## src/hw/rtl/yafp_pkg.sv

```systemverilog
// shared types, coefficients and helper functions for the yuv alpha fade pixel unit
package yafp_pkg;

  // forward conversion coefficients, value times 65536, rounded
  localparam logic signed [18:0] K_Y2C = 19'sd76309;
  localparam logic signed [18:0] K_V2R = 19'sd104597;
  localparam logic signed [18:0] K_U2G = 19'sd25675;
  localparam logic signed [18:0] K_V2G = 19'sd53279;
  localparam logic signed [18:0] K_U2B = 19'sd132201;

  // back conversion coefficients, value times 65536, rounded
  localparam logic [15:0] K_R2Y = 16'd16829;
  localparam logic [15:0] K_G2Y = 16'd33039;
  localparam logic [15:0] K_B2Y = 16'd6416;
  localparam logic [15:0] K_R2U = 16'd9714;
  localparam logic [15:0] K_G2U = 16'd19071;
  localparam logic [15:0] K_B2U = 16'd28784;
  localparam logic [15:0] K_R2V = 16'd28784;
  localparam logic [15:0] K_G2V = 16'd24103;
  localparam logic [15:0] K_B2V = 16'd4681;

  localparam int unsigned ALPHA_W = 8;
  localparam logic [ALPHA_W-1:0] ALPHA_RESET = 8'd255;

  typedef logic signed [27:0] fwd_sum_t;
  typedef logic [23:0]        back_prod_t;
  typedef logic signed [25:0] back_sum_t;

  typedef struct packed {
    logic [7:0] r;
    logic [7:0] g;
    logic [7:0] b;
  } rgb_t;

  typedef struct packed {
    logic [7:0] y;
    logic [7:0] u;
    logic [7:0] v;
  } yuv_t;

  // negative goes to 0, anything at or above 256 after the shift goes to 255
  function automatic logic [7:0] clamp_chan(fwd_sum_t s);
    logic [7:0] c;
    if (s[27]) begin
      c = 8'd0;
    end else if (|s[26:24]) begin
      c = 8'd255;
    end else begin
      c = s[23:16];
    end
    return c;
  endfunction

  function automatic logic [7:0] back_chan(back_sum_t s);
    logic [7:0] c;
    if (s[25]) begin
      c = 8'd0;
    end else begin
      c = s[23:16];
    end
    return c;
  endfunction

endpackage

```

## src/hw/rtl/yafp_in_if.sv

```systemverilog
// input pixel channel: valid, ready and yuv payload
interface yafp_in_if;
  logic       valid;
  logic       ready;
  logic [7:0] luma_in;
  logic [7:0] blue_diff_in;
  logic [7:0] red_diff_in;

  modport source (output valid, output luma_in, output blue_diff_in, output red_diff_in,
                  input ready);
  modport sink (input valid, input luma_in, input blue_diff_in, input red_diff_in,
                output ready);
endinterface

```

## src/hw/rtl/yafp_out_if.sv

```systemverilog
// output pixel channel: valid, ready and faded yuv payload
interface yafp_out_if;
  logic       valid;
  logic       ready;
  logic [7:0] luma_out;
  logic [7:0] blue_diff_out;
  logic [7:0] red_diff_out;

  modport source (output valid, output luma_out, output blue_diff_out, output red_diff_out,
                  input ready);
  modport sink (input valid, input luma_out, input blue_diff_out, input red_diff_out,
                output ready);
endinterface

```

## src/hw/rtl/yuv_alpha_fade_pixel_unit.sv

```systemverilog
// top level of the yuv alpha fade pixel unit
// Fades a 4:4:4 YUV pixel stream toward black. Each pixel is turned into
// limited-range BT.601 RGB with each channel clamped to 0..255, every channel
// is scaled by the fade alpha as (c * alpha) >> 8, and the result goes back
// to YUV with the sums floored, so outputs stay within 16..240. The unit takes
// one pixel per clock while the output is taken and holds five pixels in
// flight, one in each of five register stages (forward products, forward
// sums and clamp, fade multiply, back products, back sums into the output
// register). Each stage moves on its own when the stage ahead is empty or
// moving, so bubbles fill in during a stall and a held output does not stop
// input transfers until the pipe is full. The fade alpha resets to 255 and
// must only be written while no pixel is in flight.
module yuv_alpha_fade_pixel_unit (
  input  logic                         clk,
  input  logic                         rst,
  input  logic                         cfg_wr_en,
  input  logic [yafp_pkg::ALPHA_W-1:0] cfg_wr_data,
  yafp_in_if.sink                      pixel,
  yafp_out_if.source                   faded
);

  // fade register
  logic [yafp_pkg::ALPHA_W-1:0] fade_alpha;

  // inter-module channels
  yafp_pkg::yuv_t in_pix;
  logic           rgb_valid;
  logic           rgb_ready;
  yafp_pkg::rgb_t rgb_pix;
  logic           fade_valid;
  logic           fade_ready;
  yafp_pkg::rgb_t fade_pix;
  yafp_pkg::yuv_t out_pix;

  always_ff @(posedge clk) begin
    if (rst) begin
      fade_alpha <= yafp_pkg::ALPHA_RESET;
    end else if (cfg_wr_en) begin
      fade_alpha <= cfg_wr_data;
    end
  end

  assign in_pix.y = pixel.luma_in;
  assign in_pix.u = pixel.blue_diff_in;
  assign in_pix.v = pixel.red_diff_in;

  // stages one and two: yuv to clamped rgb
  yafp_to_rgb u_to_rgb (
    .clk      (clk),
    .rst      (rst),
    .up_valid (pixel.valid),
    .up_ready (pixel.ready),
    .up_pix   (in_pix),
    .dn_valid (rgb_valid),
    .dn_ready (rgb_ready),
    .dn_pix   (rgb_pix)
  );

  // stage three: alpha scale
  yafp_fade u_fade (
    .clk      (clk),
    .rst      (rst),
    .alpha    (fade_alpha),
    .up_valid (rgb_valid),
    .up_ready (rgb_ready),
    .up_pix   (rgb_pix),
    .dn_valid (fade_valid),
    .dn_ready (fade_ready),
    .dn_pix   (fade_pix)
  );

  // stages four and five: back to yuv, last stage is the output register
  yafp_to_yuv u_to_yuv (
    .clk      (clk),
    .rst      (rst),
    .up_valid (fade_valid),
    .up_ready (fade_ready),
    .up_pix   (fade_pix),
    .dn_valid (faded.valid),
    .dn_ready (faded.ready),
    .dn_pix   (out_pix)
  );

  assign faded.luma_out      = out_pix.y;
  assign faded.blue_diff_out = out_pix.u;
  assign faded.red_diff_out  = out_pix.v;

  // input only backs up when the output holds a pixel that is not taken
  a_backpressure_source: assert property (@(posedge clk) disable iff (rst)
    !pixel.ready |-> (faded.valid && !faded.ready))
    else $error("input stalled while output is free");

  // nothing comes out right after reset
  a_empty_after_reset: assert property (@(posedge clk)
    $past(rst) |-> !faded.valid)
    else $error("output valid right after reset");

  // back conversion of any faded rgb value (each channel at most 254) lands inside 16..240
  a_luma_range: assert property (@(posedge clk) disable iff (rst)
    faded.valid |-> (faded.luma_out >= 8'd16 && faded.luma_out <= 8'd240))
    else $error("luma out of range");

  a_chroma_range: assert property (@(posedge clk) disable iff (rst)
    faded.valid |-> (faded.blue_diff_out >= 8'd16 && faded.blue_diff_out <= 8'd240
                     && faded.red_diff_out >= 8'd16 && faded.red_diff_out <= 8'd240))
    else $error("chroma out of range");

endmodule

```

## src/hw/rtl/yafp_to_rgb.sv

```systemverilog
// yuv to clamped rgb: product stage then sum and clamp stage
module yafp_to_rgb (
  input  logic                clk,
  input  logic                rst,
  input  logic                up_valid,
  output logic                up_ready,
  input  yafp_pkg::yuv_t      up_pix,
  output logic                dn_valid,
  input  logic                dn_ready,
  output yafp_pkg::rgb_t      dn_pix
);

  logic signed [8:0] y_d;
  logic signed [8:0] u_d;
  logic signed [8:0] v_d;

  logic               v1;
  logic               en1;
  yafp_pkg::fwd_sum_t p_yc;
  yafp_pkg::fwd_sum_t p_vr;
  yafp_pkg::fwd_sum_t p_ug;
  yafp_pkg::fwd_sum_t p_vg;
  yafp_pkg::fwd_sum_t p_ub;

  logic               v2;
  logic               en2;
  yafp_pkg::fwd_sum_t r_sum;
  yafp_pkg::fwd_sum_t g_sum;
  yafp_pkg::fwd_sum_t b_sum;
  yafp_pkg::rgb_t     rgb;

  assign en2      = !v2 || dn_ready;
  assign en1      = !v1 || en2;
  assign up_ready = en1;

  // remove the video offsets
  assign y_d = $signed({1'b0, up_pix.y}) - 9'sd16;
  assign u_d = $signed({1'b0, up_pix.u}) - 9'sd128;
  assign v_d = $signed({1'b0, up_pix.v}) - 9'sd128;

  always_ff @(posedge clk) begin
    if (rst) begin
      v1 <= 1'b0;
    end else if (en1) begin
      v1 <= up_valid;
    end
  end

  always_ff @(posedge clk) begin
    if (en1) begin
      p_yc <= yafp_pkg::fwd_sum_t'(yafp_pkg::K_Y2C) * yafp_pkg::fwd_sum_t'(y_d);
      p_vr <= yafp_pkg::fwd_sum_t'(yafp_pkg::K_V2R) * yafp_pkg::fwd_sum_t'(v_d);
      p_ug <= yafp_pkg::fwd_sum_t'(yafp_pkg::K_U2G) * yafp_pkg::fwd_sum_t'(u_d);
      p_vg <= yafp_pkg::fwd_sum_t'(yafp_pkg::K_V2G) * yafp_pkg::fwd_sum_t'(v_d);
      p_ub <= yafp_pkg::fwd_sum_t'(yafp_pkg::K_U2B) * yafp_pkg::fwd_sum_t'(u_d);
    end
  end

  assign r_sum = p_yc + p_vr;
  assign g_sum = p_yc - p_ug - p_vg;
  assign b_sum = p_yc + p_ub;

  always_ff @(posedge clk) begin
    if (rst) begin
      v2 <= 1'b0;
    end else if (en2) begin
      v2 <= v1;
    end
  end

  always_ff @(posedge clk) begin
    if (en2) begin
      rgb.r <= yafp_pkg::clamp_chan(r_sum);
      rgb.g <= yafp_pkg::clamp_chan(g_sum);
      rgb.b <= yafp_pkg::clamp_chan(b_sum);
    end
  end

  assign dn_valid = v2;
  assign dn_pix   = rgb;

endmodule

```

## src/hw/rtl/yafp_fade.sv

```systemverilog
// per-channel alpha scale, (c * alpha) >> 8
module yafp_fade (
  input  logic                           clk,
  input  logic                           rst,
  input  logic [yafp_pkg::ALPHA_W-1:0]   alpha,
  input  logic                           up_valid,
  output logic                           up_ready,
  input  yafp_pkg::rgb_t                 up_pix,
  output logic                           dn_valid,
  input  logic                           dn_ready,
  output yafp_pkg::rgb_t                 dn_pix
);

  logic           v3;
  logic           en3;
  logic [15:0]    r_prod;
  logic [15:0]    g_prod;
  logic [15:0]    b_prod;
  yafp_pkg::rgb_t faded;

  assign en3      = !v3 || dn_ready;
  assign up_ready = en3;

  assign r_prod = 16'(up_pix.r) * 16'(alpha);
  assign g_prod = 16'(up_pix.g) * 16'(alpha);
  assign b_prod = 16'(up_pix.b) * 16'(alpha);

  always_ff @(posedge clk) begin
    if (rst) begin
      v3 <= 1'b0;
    end else if (en3) begin
      v3 <= up_valid;
    end
  end

  always_ff @(posedge clk) begin
    if (en3) begin
      faded.r <= r_prod[15:8];
      faded.g <= g_prod[15:8];
      faded.b <= b_prod[15:8];
    end
  end

  assign dn_valid = v3;
  assign dn_pix   = faded;

endmodule

```

## src/hw/rtl/yafp_to_yuv.sv

```systemverilog
// rgb back to yuv: product stage then sum stage into the output register
module yafp_to_yuv (
  input  logic           clk,
  input  logic           rst,
  input  logic           up_valid,
  output logic           up_ready,
  input  yafp_pkg::rgb_t up_pix,
  output logic           dn_valid,
  input  logic           dn_ready,
  output yafp_pkg::yuv_t dn_pix
);

  logic                 v4;
  logic                 en4;
  yafp_pkg::back_prod_t p_ry;
  yafp_pkg::back_prod_t p_gy;
  yafp_pkg::back_prod_t p_by;
  yafp_pkg::back_prod_t p_ru;
  yafp_pkg::back_prod_t p_gu;
  yafp_pkg::back_prod_t p_bu;
  yafp_pkg::back_prod_t p_rv;
  yafp_pkg::back_prod_t p_gv;
  yafp_pkg::back_prod_t p_bv;

  logic                 v5;
  logic                 en5;
  yafp_pkg::back_sum_t  y_sum;
  yafp_pkg::back_sum_t  u_sum;
  yafp_pkg::back_sum_t  v_sum;
  yafp_pkg::yuv_t       yuv;

  assign en5      = !v5 || dn_ready;
  assign en4      = !v4 || en5;
  assign up_ready = en4;

  always_ff @(posedge clk) begin
    if (rst) begin
      v4 <= 1'b0;
    end else if (en4) begin
      v4 <= up_valid;
    end
  end

  always_ff @(posedge clk) begin
    if (en4) begin
      p_ry <= yafp_pkg::back_prod_t'(up_pix.r) * yafp_pkg::back_prod_t'(yafp_pkg::K_R2Y);
      p_gy <= yafp_pkg::back_prod_t'(up_pix.g) * yafp_pkg::back_prod_t'(yafp_pkg::K_G2Y);
      p_by <= yafp_pkg::back_prod_t'(up_pix.b) * yafp_pkg::back_prod_t'(yafp_pkg::K_B2Y);
      p_ru <= yafp_pkg::back_prod_t'(up_pix.r) * yafp_pkg::back_prod_t'(yafp_pkg::K_R2U);
      p_gu <= yafp_pkg::back_prod_t'(up_pix.g) * yafp_pkg::back_prod_t'(yafp_pkg::K_G2U);
      p_bu <= yafp_pkg::back_prod_t'(up_pix.b) * yafp_pkg::back_prod_t'(yafp_pkg::K_B2U);
      p_rv <= yafp_pkg::back_prod_t'(up_pix.r) * yafp_pkg::back_prod_t'(yafp_pkg::K_R2V);
      p_gv <= yafp_pkg::back_prod_t'(up_pix.g) * yafp_pkg::back_prod_t'(yafp_pkg::K_G2V);
      p_bv <= yafp_pkg::back_prod_t'(up_pix.b) * yafp_pkg::back_prod_t'(yafp_pkg::K_B2V);
    end
  end

  // offsets 16 and 128 in 16.16 fixed point
  assign y_sum = 26'sd1048576 + $signed({2'b00, p_ry}) + $signed({2'b00, p_gy})
               + $signed({2'b00, p_by});
  assign u_sum = 26'sd8388608 - $signed({2'b00, p_ru}) - $signed({2'b00, p_gu})
               + $signed({2'b00, p_bu});
  assign v_sum = 26'sd8388608 + $signed({2'b00, p_rv}) - $signed({2'b00, p_gv})
               - $signed({2'b00, p_bv});

  always_ff @(posedge clk) begin
    if (rst) begin
      v5 <= 1'b0;
    end else if (en5) begin
      v5 <= v4;
    end
  end

  always_ff @(posedge clk) begin
    if (en5) begin
      yuv.y <= yafp_pkg::back_chan(y_sum);
      yuv.u <= yafp_pkg::back_chan(u_sum);
      yuv.v <= yafp_pkg::back_chan(v_sum);
    end
  end

  assign dn_valid = v5;
  assign dn_pix   = yuv;

endmodule
```

## src/flat_wrapper.sv

```systemverilog
// flat-port wrapper written by rule: the top's interface ports become plain ports
module yuv_alpha_fade_pixel_unit_flat 
  (clk, rst, cfg_wr_en, cfg_wr_data, pixel_valid, pixel_luma_in, pixel_blue_diff_in, pixel_red_diff_in, pixel_ready, faded_valid, faded_luma_out, faded_blue_diff_out, faded_red_diff_out, faded_ready);
  yafp_in_if pixel_i ();
  yafp_out_if faded_i ();
  input  logic clk;
  input  logic rst;
  input  logic cfg_wr_en;
  input  logic [yafp_pkg::ALPHA_W-1:0] cfg_wr_data;
  input wire logic [$bits(pixel_i.valid)-1:0] pixel_valid;
  input wire logic [$bits(pixel_i.luma_in)-1:0] pixel_luma_in;
  input wire logic [$bits(pixel_i.blue_diff_in)-1:0] pixel_blue_diff_in;
  input wire logic [$bits(pixel_i.red_diff_in)-1:0] pixel_red_diff_in;
  output wire logic [$bits(pixel_i.ready)-1:0] pixel_ready;
  output wire logic [$bits(faded_i.valid)-1:0] faded_valid;
  output wire logic [$bits(faded_i.luma_out)-1:0] faded_luma_out;
  output wire logic [$bits(faded_i.blue_diff_out)-1:0] faded_blue_diff_out;
  output wire logic [$bits(faded_i.red_diff_out)-1:0] faded_red_diff_out;
  input wire logic [$bits(faded_i.ready)-1:0] faded_ready;
  assign pixel_i.valid = pixel_valid;
  assign pixel_i.luma_in = pixel_luma_in;
  assign pixel_i.blue_diff_in = pixel_blue_diff_in;
  assign pixel_i.red_diff_in = pixel_red_diff_in;
  assign pixel_ready = pixel_i.ready;
  assign faded_valid = faded_i.valid;
  assign faded_luma_out = faded_i.luma_out;
  assign faded_blue_diff_out = faded_i.blue_diff_out;
  assign faded_red_diff_out = faded_i.red_diff_out;
  assign faded_i.ready = faded_ready;
  yuv_alpha_fade_pixel_unit u_core (.clk(clk), .rst(rst), .cfg_wr_en(cfg_wr_en), .cfg_wr_data(cfg_wr_data), .pixel(pixel_i), .faded(faded_i));
endmodule
```

## config.mk

```make
export PLATFORM = sky130hd
export DESIGN_NAME = yuv_alpha_fade_pixel_unit_flat
export DESIGN_NICKNAME = d
export VERILOG_FILES = /design/src/hw/rtl/yafp_pkg.sv /design/src/hw/rtl/yafp_in_if.sv /design/src/hw/rtl/yafp_out_if.sv /design/src/hw/rtl/yuv_alpha_fade_pixel_unit.sv /design/src/hw/rtl/yafp_to_rgb.sv /design/src/hw/rtl/yafp_fade.sv /design/src/hw/rtl/yafp_to_yuv.sv /design/src/flat_wrapper.sv
export SDC_FILE = /design/constraint.sdc
export NUM_CORES = 2
export LEC_CHECK = 0
export BUFFER_PORTS_ARGS = -buffer_cell sky130_fd_sc_hd__buf_2
export CORE_MARGIN = 2
export CORE_UTILIZATION = 51
export CTS_CLUSTER_SIZE = 16
export DETAILED_ROUTE_END_ITERATION = 8
export GPL_ROUTABILITY_DRIVEN = 0
export GPL_TIMING_DRIVEN = 0
export HOLD_SLACK_MARGIN = 0.02
export PLACE_DENSITY = 0.72
export SYNTH_ARGS = -nofsm -noshare
export SYNTH_HDL_FRONTEND = slang
export SYNTH_SLANG_ARGS = --single-unit
```

## constraint.sdc

```tcl
create_clock -name clk -period 6.3 [get_ports clk]
set_clock_uncertainty 0.1 [all_clocks]
set_input_delay 0.315 -clock clk [delete_from_list [all_inputs] [get_ports clk]]
set_output_delay 0.315 -clock clk [all_outputs]
set_load 0.1 [all_outputs]
```

Word-level counts from Yosys, hierarchy flattened
Index checks and enable logic that the tools add are counted.
{ "op_classes": {"add_sub_neg": 16, "n_mul": 17, "n_reduce_logical": 13, "mux": 3} }
{ "op_table": {"columns": ["cell", "n"], "rows": [
  ["$mul A8 B15 Y23 const B", 3],
  ["$add A28 B28 Y28", 2],
  ["$sub A28 B28 Y28", 2],
  ["$mul A18 B9 Y27 const A", 2],
  ["$mul A8 B8 Y16", 3],
  ["$mul A8 B13 Y21 const B", 2],
  ["$mul A8 B11 Y19 const B", 2],
  ["$mul A19 B9 Y28 const A", 1],
  ["$add A25 B21 Y26", 1],
  ["$add A26 B24 Y26", 1],
  ["$mul A17 B9 Y26 const A", 1],
  ["$sub A25 B23 Y26", 1],
  ["$sub A25 B24 Y26", 1],
  ["$sub A26 B22 Y26", 1],
  ["$add A24 B23 Y25 const A", 1],
  ["$add A24 B24 Y25", 1],
  ["$mul A16 B9 Y25 const A", 1],
  ["$sub A24 B22 Y25 const A", 1],
  ["$add A21 B23 Y24 const A", 1],
  ["$mul A8 B16 Y24 const B", 1],
  ["$mux W8", 3],
  ["$sub A8 B8 Y9 const B", 2],
  ["$mul A8 B9 Y17 const B", 1],
  ["$reduce_or A3 Y1", 3],
  ["other kinds (3)", 11]
]} }
{ "word_totals": {"wordCells": 78, "out_inout_bits": 26, "ff_bits": 415, "inputBits": 37} }

Longest topological paths before layout
{ "depth": {"depth_word": 6, "ltp_mapped": 21, "ltp_nobuf": 21} }

Hierarchy
Synthesis repeated with hierarchy kept, for this count alone.
{ "hier_totals": {"cells_unflattened": 4644, "hier_area_um2": 48237.5} }
{ "modules_own_cells": {"columns": ["mod", "n_inst", "cells_each", "area_each_um2"], "rows": [
  ["yafp_to_yuv", 1, 2224, 22998.3],
  ["yafp_to_rgb", 1, 1688, 18277.5],
  ["yafp_fade", 1, 706, 6658.9],
  ["yuv_alpha_fade_pixel_unit", 1, 26, 302.8]
]} }

Worst setup path after synthesis
Ideal clock, no wire load.
{ "synth_path": {"path_kind": "register -> register", "startpoint": "register u_core.u_to_yuv.v5 (netlist: u_core.u_to_yuv.dn_valid)", "endpoint": "register u_core.u_to_rgb.p_ub[10], enable pin", "arrival_time_ns": 5.151, "path_stages_with_launch": 4, "synth_period_minus_slack_ns": 7.006, "n_path_buf": 0, "setup_slack_ns": -0.706, "required_time_ns": 4.445, "cell_sequence": "dfxtp_1 > nor2b_1 > and3_1 > nand3_1"} }
{ "synth_via": {"elab_chain_len": 6} }
{ "synth_lines": {"columns": ["element", "line_no", "text"], "rows": [
  ["start: declaration", "yafp_to_yuv.sv:25", "logic v5;"],
  ["start signal: assignment", "yafp_to_yuv.sv:70", "v5 <= v4;"],
  ["$logic_not A1 Y1", "yafp_to_yuv.sv:32", "assign en5 = !v5 || dn_ready;"],
  ["$logic_or A1 B1 Y1", "yafp_to_yuv.sv:32", null],
  ["$logic_or A1 B1 Y1", "yafp_to_yuv.sv:33", "assign en4 = !v4 || en5;"],
  ["$logic_or A1 B1 Y1", "yafp_fade.sv:21", "assign en3 = !v3 || dn_ready;"],
  ["$logic_or A1 B1 Y1", "yafp_to_rgb.sv:32", "assign en2 = !v2 || dn_ready;"],
  ["$logic_or A1 B1 Y1", "yafp_to_rgb.sv:33", "assign en1 = !v1 || en2;"],
  ["via pixel_ready", "flat_wrapper.sv:14", "output wire logic [$bits(pixel_i.ready)-1:0] pixel_ready;"],
  ["end signal: assignment", "yafp_to_rgb.sv:55", "p_ub <= yafp_pkg::fwd_sum_t'(yafp_pkg::K_U2B) * yafp_pkg::fwd_sum_t'(u_d);"],
  ["end: declaration", "yafp_to_rgb.sv:23", "yafp_pkg::fwd_sum_t p_ub;"]
]} }
The timed path passes the listed nets, and every way through them passes these cells.
A chain may end at the register's enable or synchronous reset.

Worst setup path in the final report
{ "layout_path": {"startpoint": "input port pixel_blue_diff_in[1]", "endpoint": "register u_core.u_to_rgb.p_ub[24] (data pin)"} }
{ "layout_via": {"elab_chain_len": 2} }
{ "layout_lines": {"columns": ["element", "line_no", "text"], "rows": [
  ["start: declaration", "flat_wrapper.sv:12", "input wire logic [$bits(pixel_i.blue_diff_in)-1:0] pixel_blue_diff_in;"],
  ["$sub A8 B8 Y9", "yafp_to_rgb.sv:38", "assign u_d = $signed({1'b0, up_pix.u}) - 9'sd128;"],
  ["$mul A19 B9 Y28", "yafp_to_rgb.sv:55", null]
]} }
Every way passes these cells.

==> out/qor.yml <==
via_per_inst: 5.43
num_io_pins: 63
area_delta_synth_final_pct: 8.21
mappedNetlistNets: 5972
cts_sinks: 392
r2r-end: "u_core.u_to_yuv.p_gu[21]$_DFFE_PP_"
maxSlewHeadroom_pct: 15.4
first_pass_iters: 5
final_common_cell: "ha_1"
clk-insertion-delay-late_ps: 620
synth_edf_count: 379
drtIter0Drc: 1629
hold_viol_final: 0
yosysTopAreaCell: "ha_1"
grt_pass1_vias: 33583
avgRoutedWirePerCell_um: 17.9
r2r_cells: 16
drc_errors: 0
place_area_sq_um: 49200
tightestPinTransition_ps: 1240
timing.rr.start: "u_core.u_fade.dn_pix[11]$_DFFE_PP_"
initial_core_util_pct: 51.5
overflow: 0
r2r_slack_ps: 400
grt.total_usage_pct: 23.2
max_cap_violations: 0
dp.cells: 5819
end_kind: "register"
path_max_fanout: 10
dp_hpwl_mm: 88.3
cts_tree: "yes"
setup_viol: 0
crit_chain: "dlygate4sd3_1 -> buf_2 -> inv_1 -> ha_1 -> inv_1 -> ha_1 -> fa_1 -> inv_1 -> fa_1 -> inv_1 -> ha_1 -> fa_1 -> a21o_1 -> a21oi_1 -> nor2b_1 -> o21a_1 -> o22a_1 -> a211oi_1 -> a2111oi_0 -> o31ai_1 -> xnor2_1"
cp.arrival_ps: 6370
rows: 111
fmax_mhz: 163
min_period_ps: 6120
hold_end: "u_core.u_to_yuv.dn_valid$_SDFFE_PP0P_"
synth_area_leaders: "ha_1 26%, edfxtp_1 24%, fa_1 18%"
syn_area_sq_um: 47200
clk_pin_slew_ps: 60
cts_buffers: 47
htreeDepth: 2
path_buf_inv: 6
cp-start-kind: "input pin"
grt_setup_unrepaired: "no"
fin_cells: 5933
drive_above_1_share_pct: 4.16
timing.hold.worst_path_depth: 4
num_vias: 32241
stdcell_area_sq_um: 51100
cpMostUsedCell: "inv_1"
final_cell_mix: "1000 x ha_1, 825 x inv_1, 424 x fa_1, 379 x edfxtp_1, 207 x nand2_1"
slew_viol_final: 0
cts.path.max_buffers: 3
grt_pass1_wl_mm: 174
worst-setup-path-type: "in2reg"
timing.final.crit_share_pct: 97.1
wl_mm: 106
io_buffers: 62
cp.required_ps: 6550
core_sq_um: 91800
netlist_instances: 4510
ys.flop_type: "edfxtp_1"
yosysTopAreaCellShare_pct: 26.5
dieArea_sq_um: 95100
cts_root_buffer: "clkbuf_16"
drtAntennaViolNets: 0
status: "completed"
ys_seq_area_share_pct: 24.6
grt_max_degree: 68
critPathMaxStageDelay_ps: 590
min_path_type: "in2reg"
hp-start: "faded_ready"
nets: 6114
die_w_um: 308
path_delay_family: "adder cells"
synth-async-reset-ratio_pct: 0
synth-seq-cells: 392
avgSynthCellArea_sq_um: 10.5
grt_antenna_before_repair: 2
antenna_cells: 0
final_util_pct: 55.7
ys_types: 85
fp.dieH_um: 308
slowest_stage: "a211oi_1"
synth-warning-count: 0
[worst max path at each step]
stage | startpoint | end | slack, ps | cells after the start
3_3_place_gp | faded_ready | u_core.u_to_yuv.p_gu[19]$_DFFE_PP_ | -800 | 3
6_report | pixel_blue_diff_in[1] | u_core.u_to_rgb.p_ub[24]$_DFFE_PP_ | 180 | 21
2_1_floorplan | u_core.u_to_yuv.dn_valid$_SDFFE_PP0P_ | u_core.u_to_yuv.p_bu[10]$_DFFE_PP_ | 600 | 2
4_1_cts | u_core.u_fade.dn_pix[14]$_DFFE_PP_ | u_core.u_to_yuv.p_gu[20]$_DFFE_PP_ | 90 | 15
5_1_grt | u_core.u_fade.dn_pix[11]$_DFFE_PP_ | u_core.u_to_yuv.p_gu[20]$_DFFE_PP_ | 20 | 14
3_5_place_dp | pixel_luma_in[4] | u_core.u_to_rgb.p_yc[26]$_DFFE_PP_ | -120 | 21
[synthesized netlist by cell type, drive strengths merged (22+ instances only)]
cell    number
a211oi      30
a21o        88
a21oi      196
a31oi       26
and2       114
and3        41
clkbuf      26
edfxtp     379
fa         425
ha        1000
inv        826
nand2      208
nand2b      24
nand3       68
nor2       192
nor2b       42
nor3        80
o21a        51
o21ai      123
o31ai       22
or3         32
xnor2      195
xor2        66
[sequential cells by signal, indices dropped and copies added, names as in the netlist, 8 cells and up]
name                    cells
u_core.u_to_rgb.p_ub       27
u_core.u_to_rgb.p_vr       27
u_core.u_to_rgb.p_yc       27
u_core.u_to_rgb.p_ug       25
u_core.u_to_rgb.p_vg       25
u_core.u_fade.dn_pix       24
u_core.u_to_rgb.dn_pix     24
u_core.u_to_yuv.dn_pix     24
u_core.u_to_yuv.p_gy       24
u_core.u_to_yuv.p_bv       21
u_core.u_to_yuv.p_ry       21
u_core.u_to_yuv.p_gv       20
u_core.u_to_yuv.p_ru       20
u_core.u_to_yuv.p_gu       19
u_core.u_to_yuv.p_rv       19
u_core.u_to_yuv.p_bu       18
u_core.u_to_yuv.p_by       14
u_core.fade_alpha           8
[metal layers]
layer / vias up / global-route usage [%] / share of wire, %
li1: 15797 / - / -
met1: 15623 / 27.9 / 42
met2: 629 / 42.9 / 51
met3: 192 / 2.09 / 3.2
met4: 0 / 8.28 / 3.8
met5: - / 0 / 0
[cell type report]
class,instances,area [sq um]
Sequential cell,392,11600
Multi-Input combinational cell,3261,32400
Inverter,826,3100
Fill cell,7864,40700
Buffer,31,124
Timing Repair Buffer,93,681
Clock buffer,48,1180
Tap cell,1243,1560
Clock inverter,39,435
[kinds of logic after synthesis]
logic type | Yosys count | synth area share [%]
multiplexers | 4 | 0.0847
AND/OR/NAND/NOR | 877 | 9.29
adder cells (fa/ha/maj) | 1425 | 44.5
flip-flops | 392 | 24.6
buffers and inverters | 857 | 6.82
XOR/XNOR | 261 | 4.85
AO/OA/AOI/OAI | 694 | 9.81
[repair_timing]
action / CTS / global route
resized for setup: 0 / 3
buffers inserted: 0 / 4
hold buffers: 23 / 0
endpoints found under the setup margin: 0 / 13
endpoints found under the hold margin: 17 / 0
[worst register-to-register path, delay by kind of cell, from the launching register on]
kind | cells | cell delay [ps]
and+or+nand+nor | 3 | 720
adders and majority gates | 5 | 2610
DFF | 1 | 880
buffers and inverters | 2 | 100
AOI/OAI and AO/OA | 6 | 1360
[stage by stage]
stage          setup slack [ps]  hold slack [ps]  TNS (ps)
3_3_place_gp               -801              336   -136490
2_1_floorplan               599              314         0
3_5_place_dp               -121              351      -129
6_report                    182             13.5         0
5_1_grt                    18.7             49.9         0
4_1_cts                    90.2             31.4         0
Power is left out: the tool's default activity adds up to more than one toggle a clock period on the data nets, which glitch-free logic cannot reach.
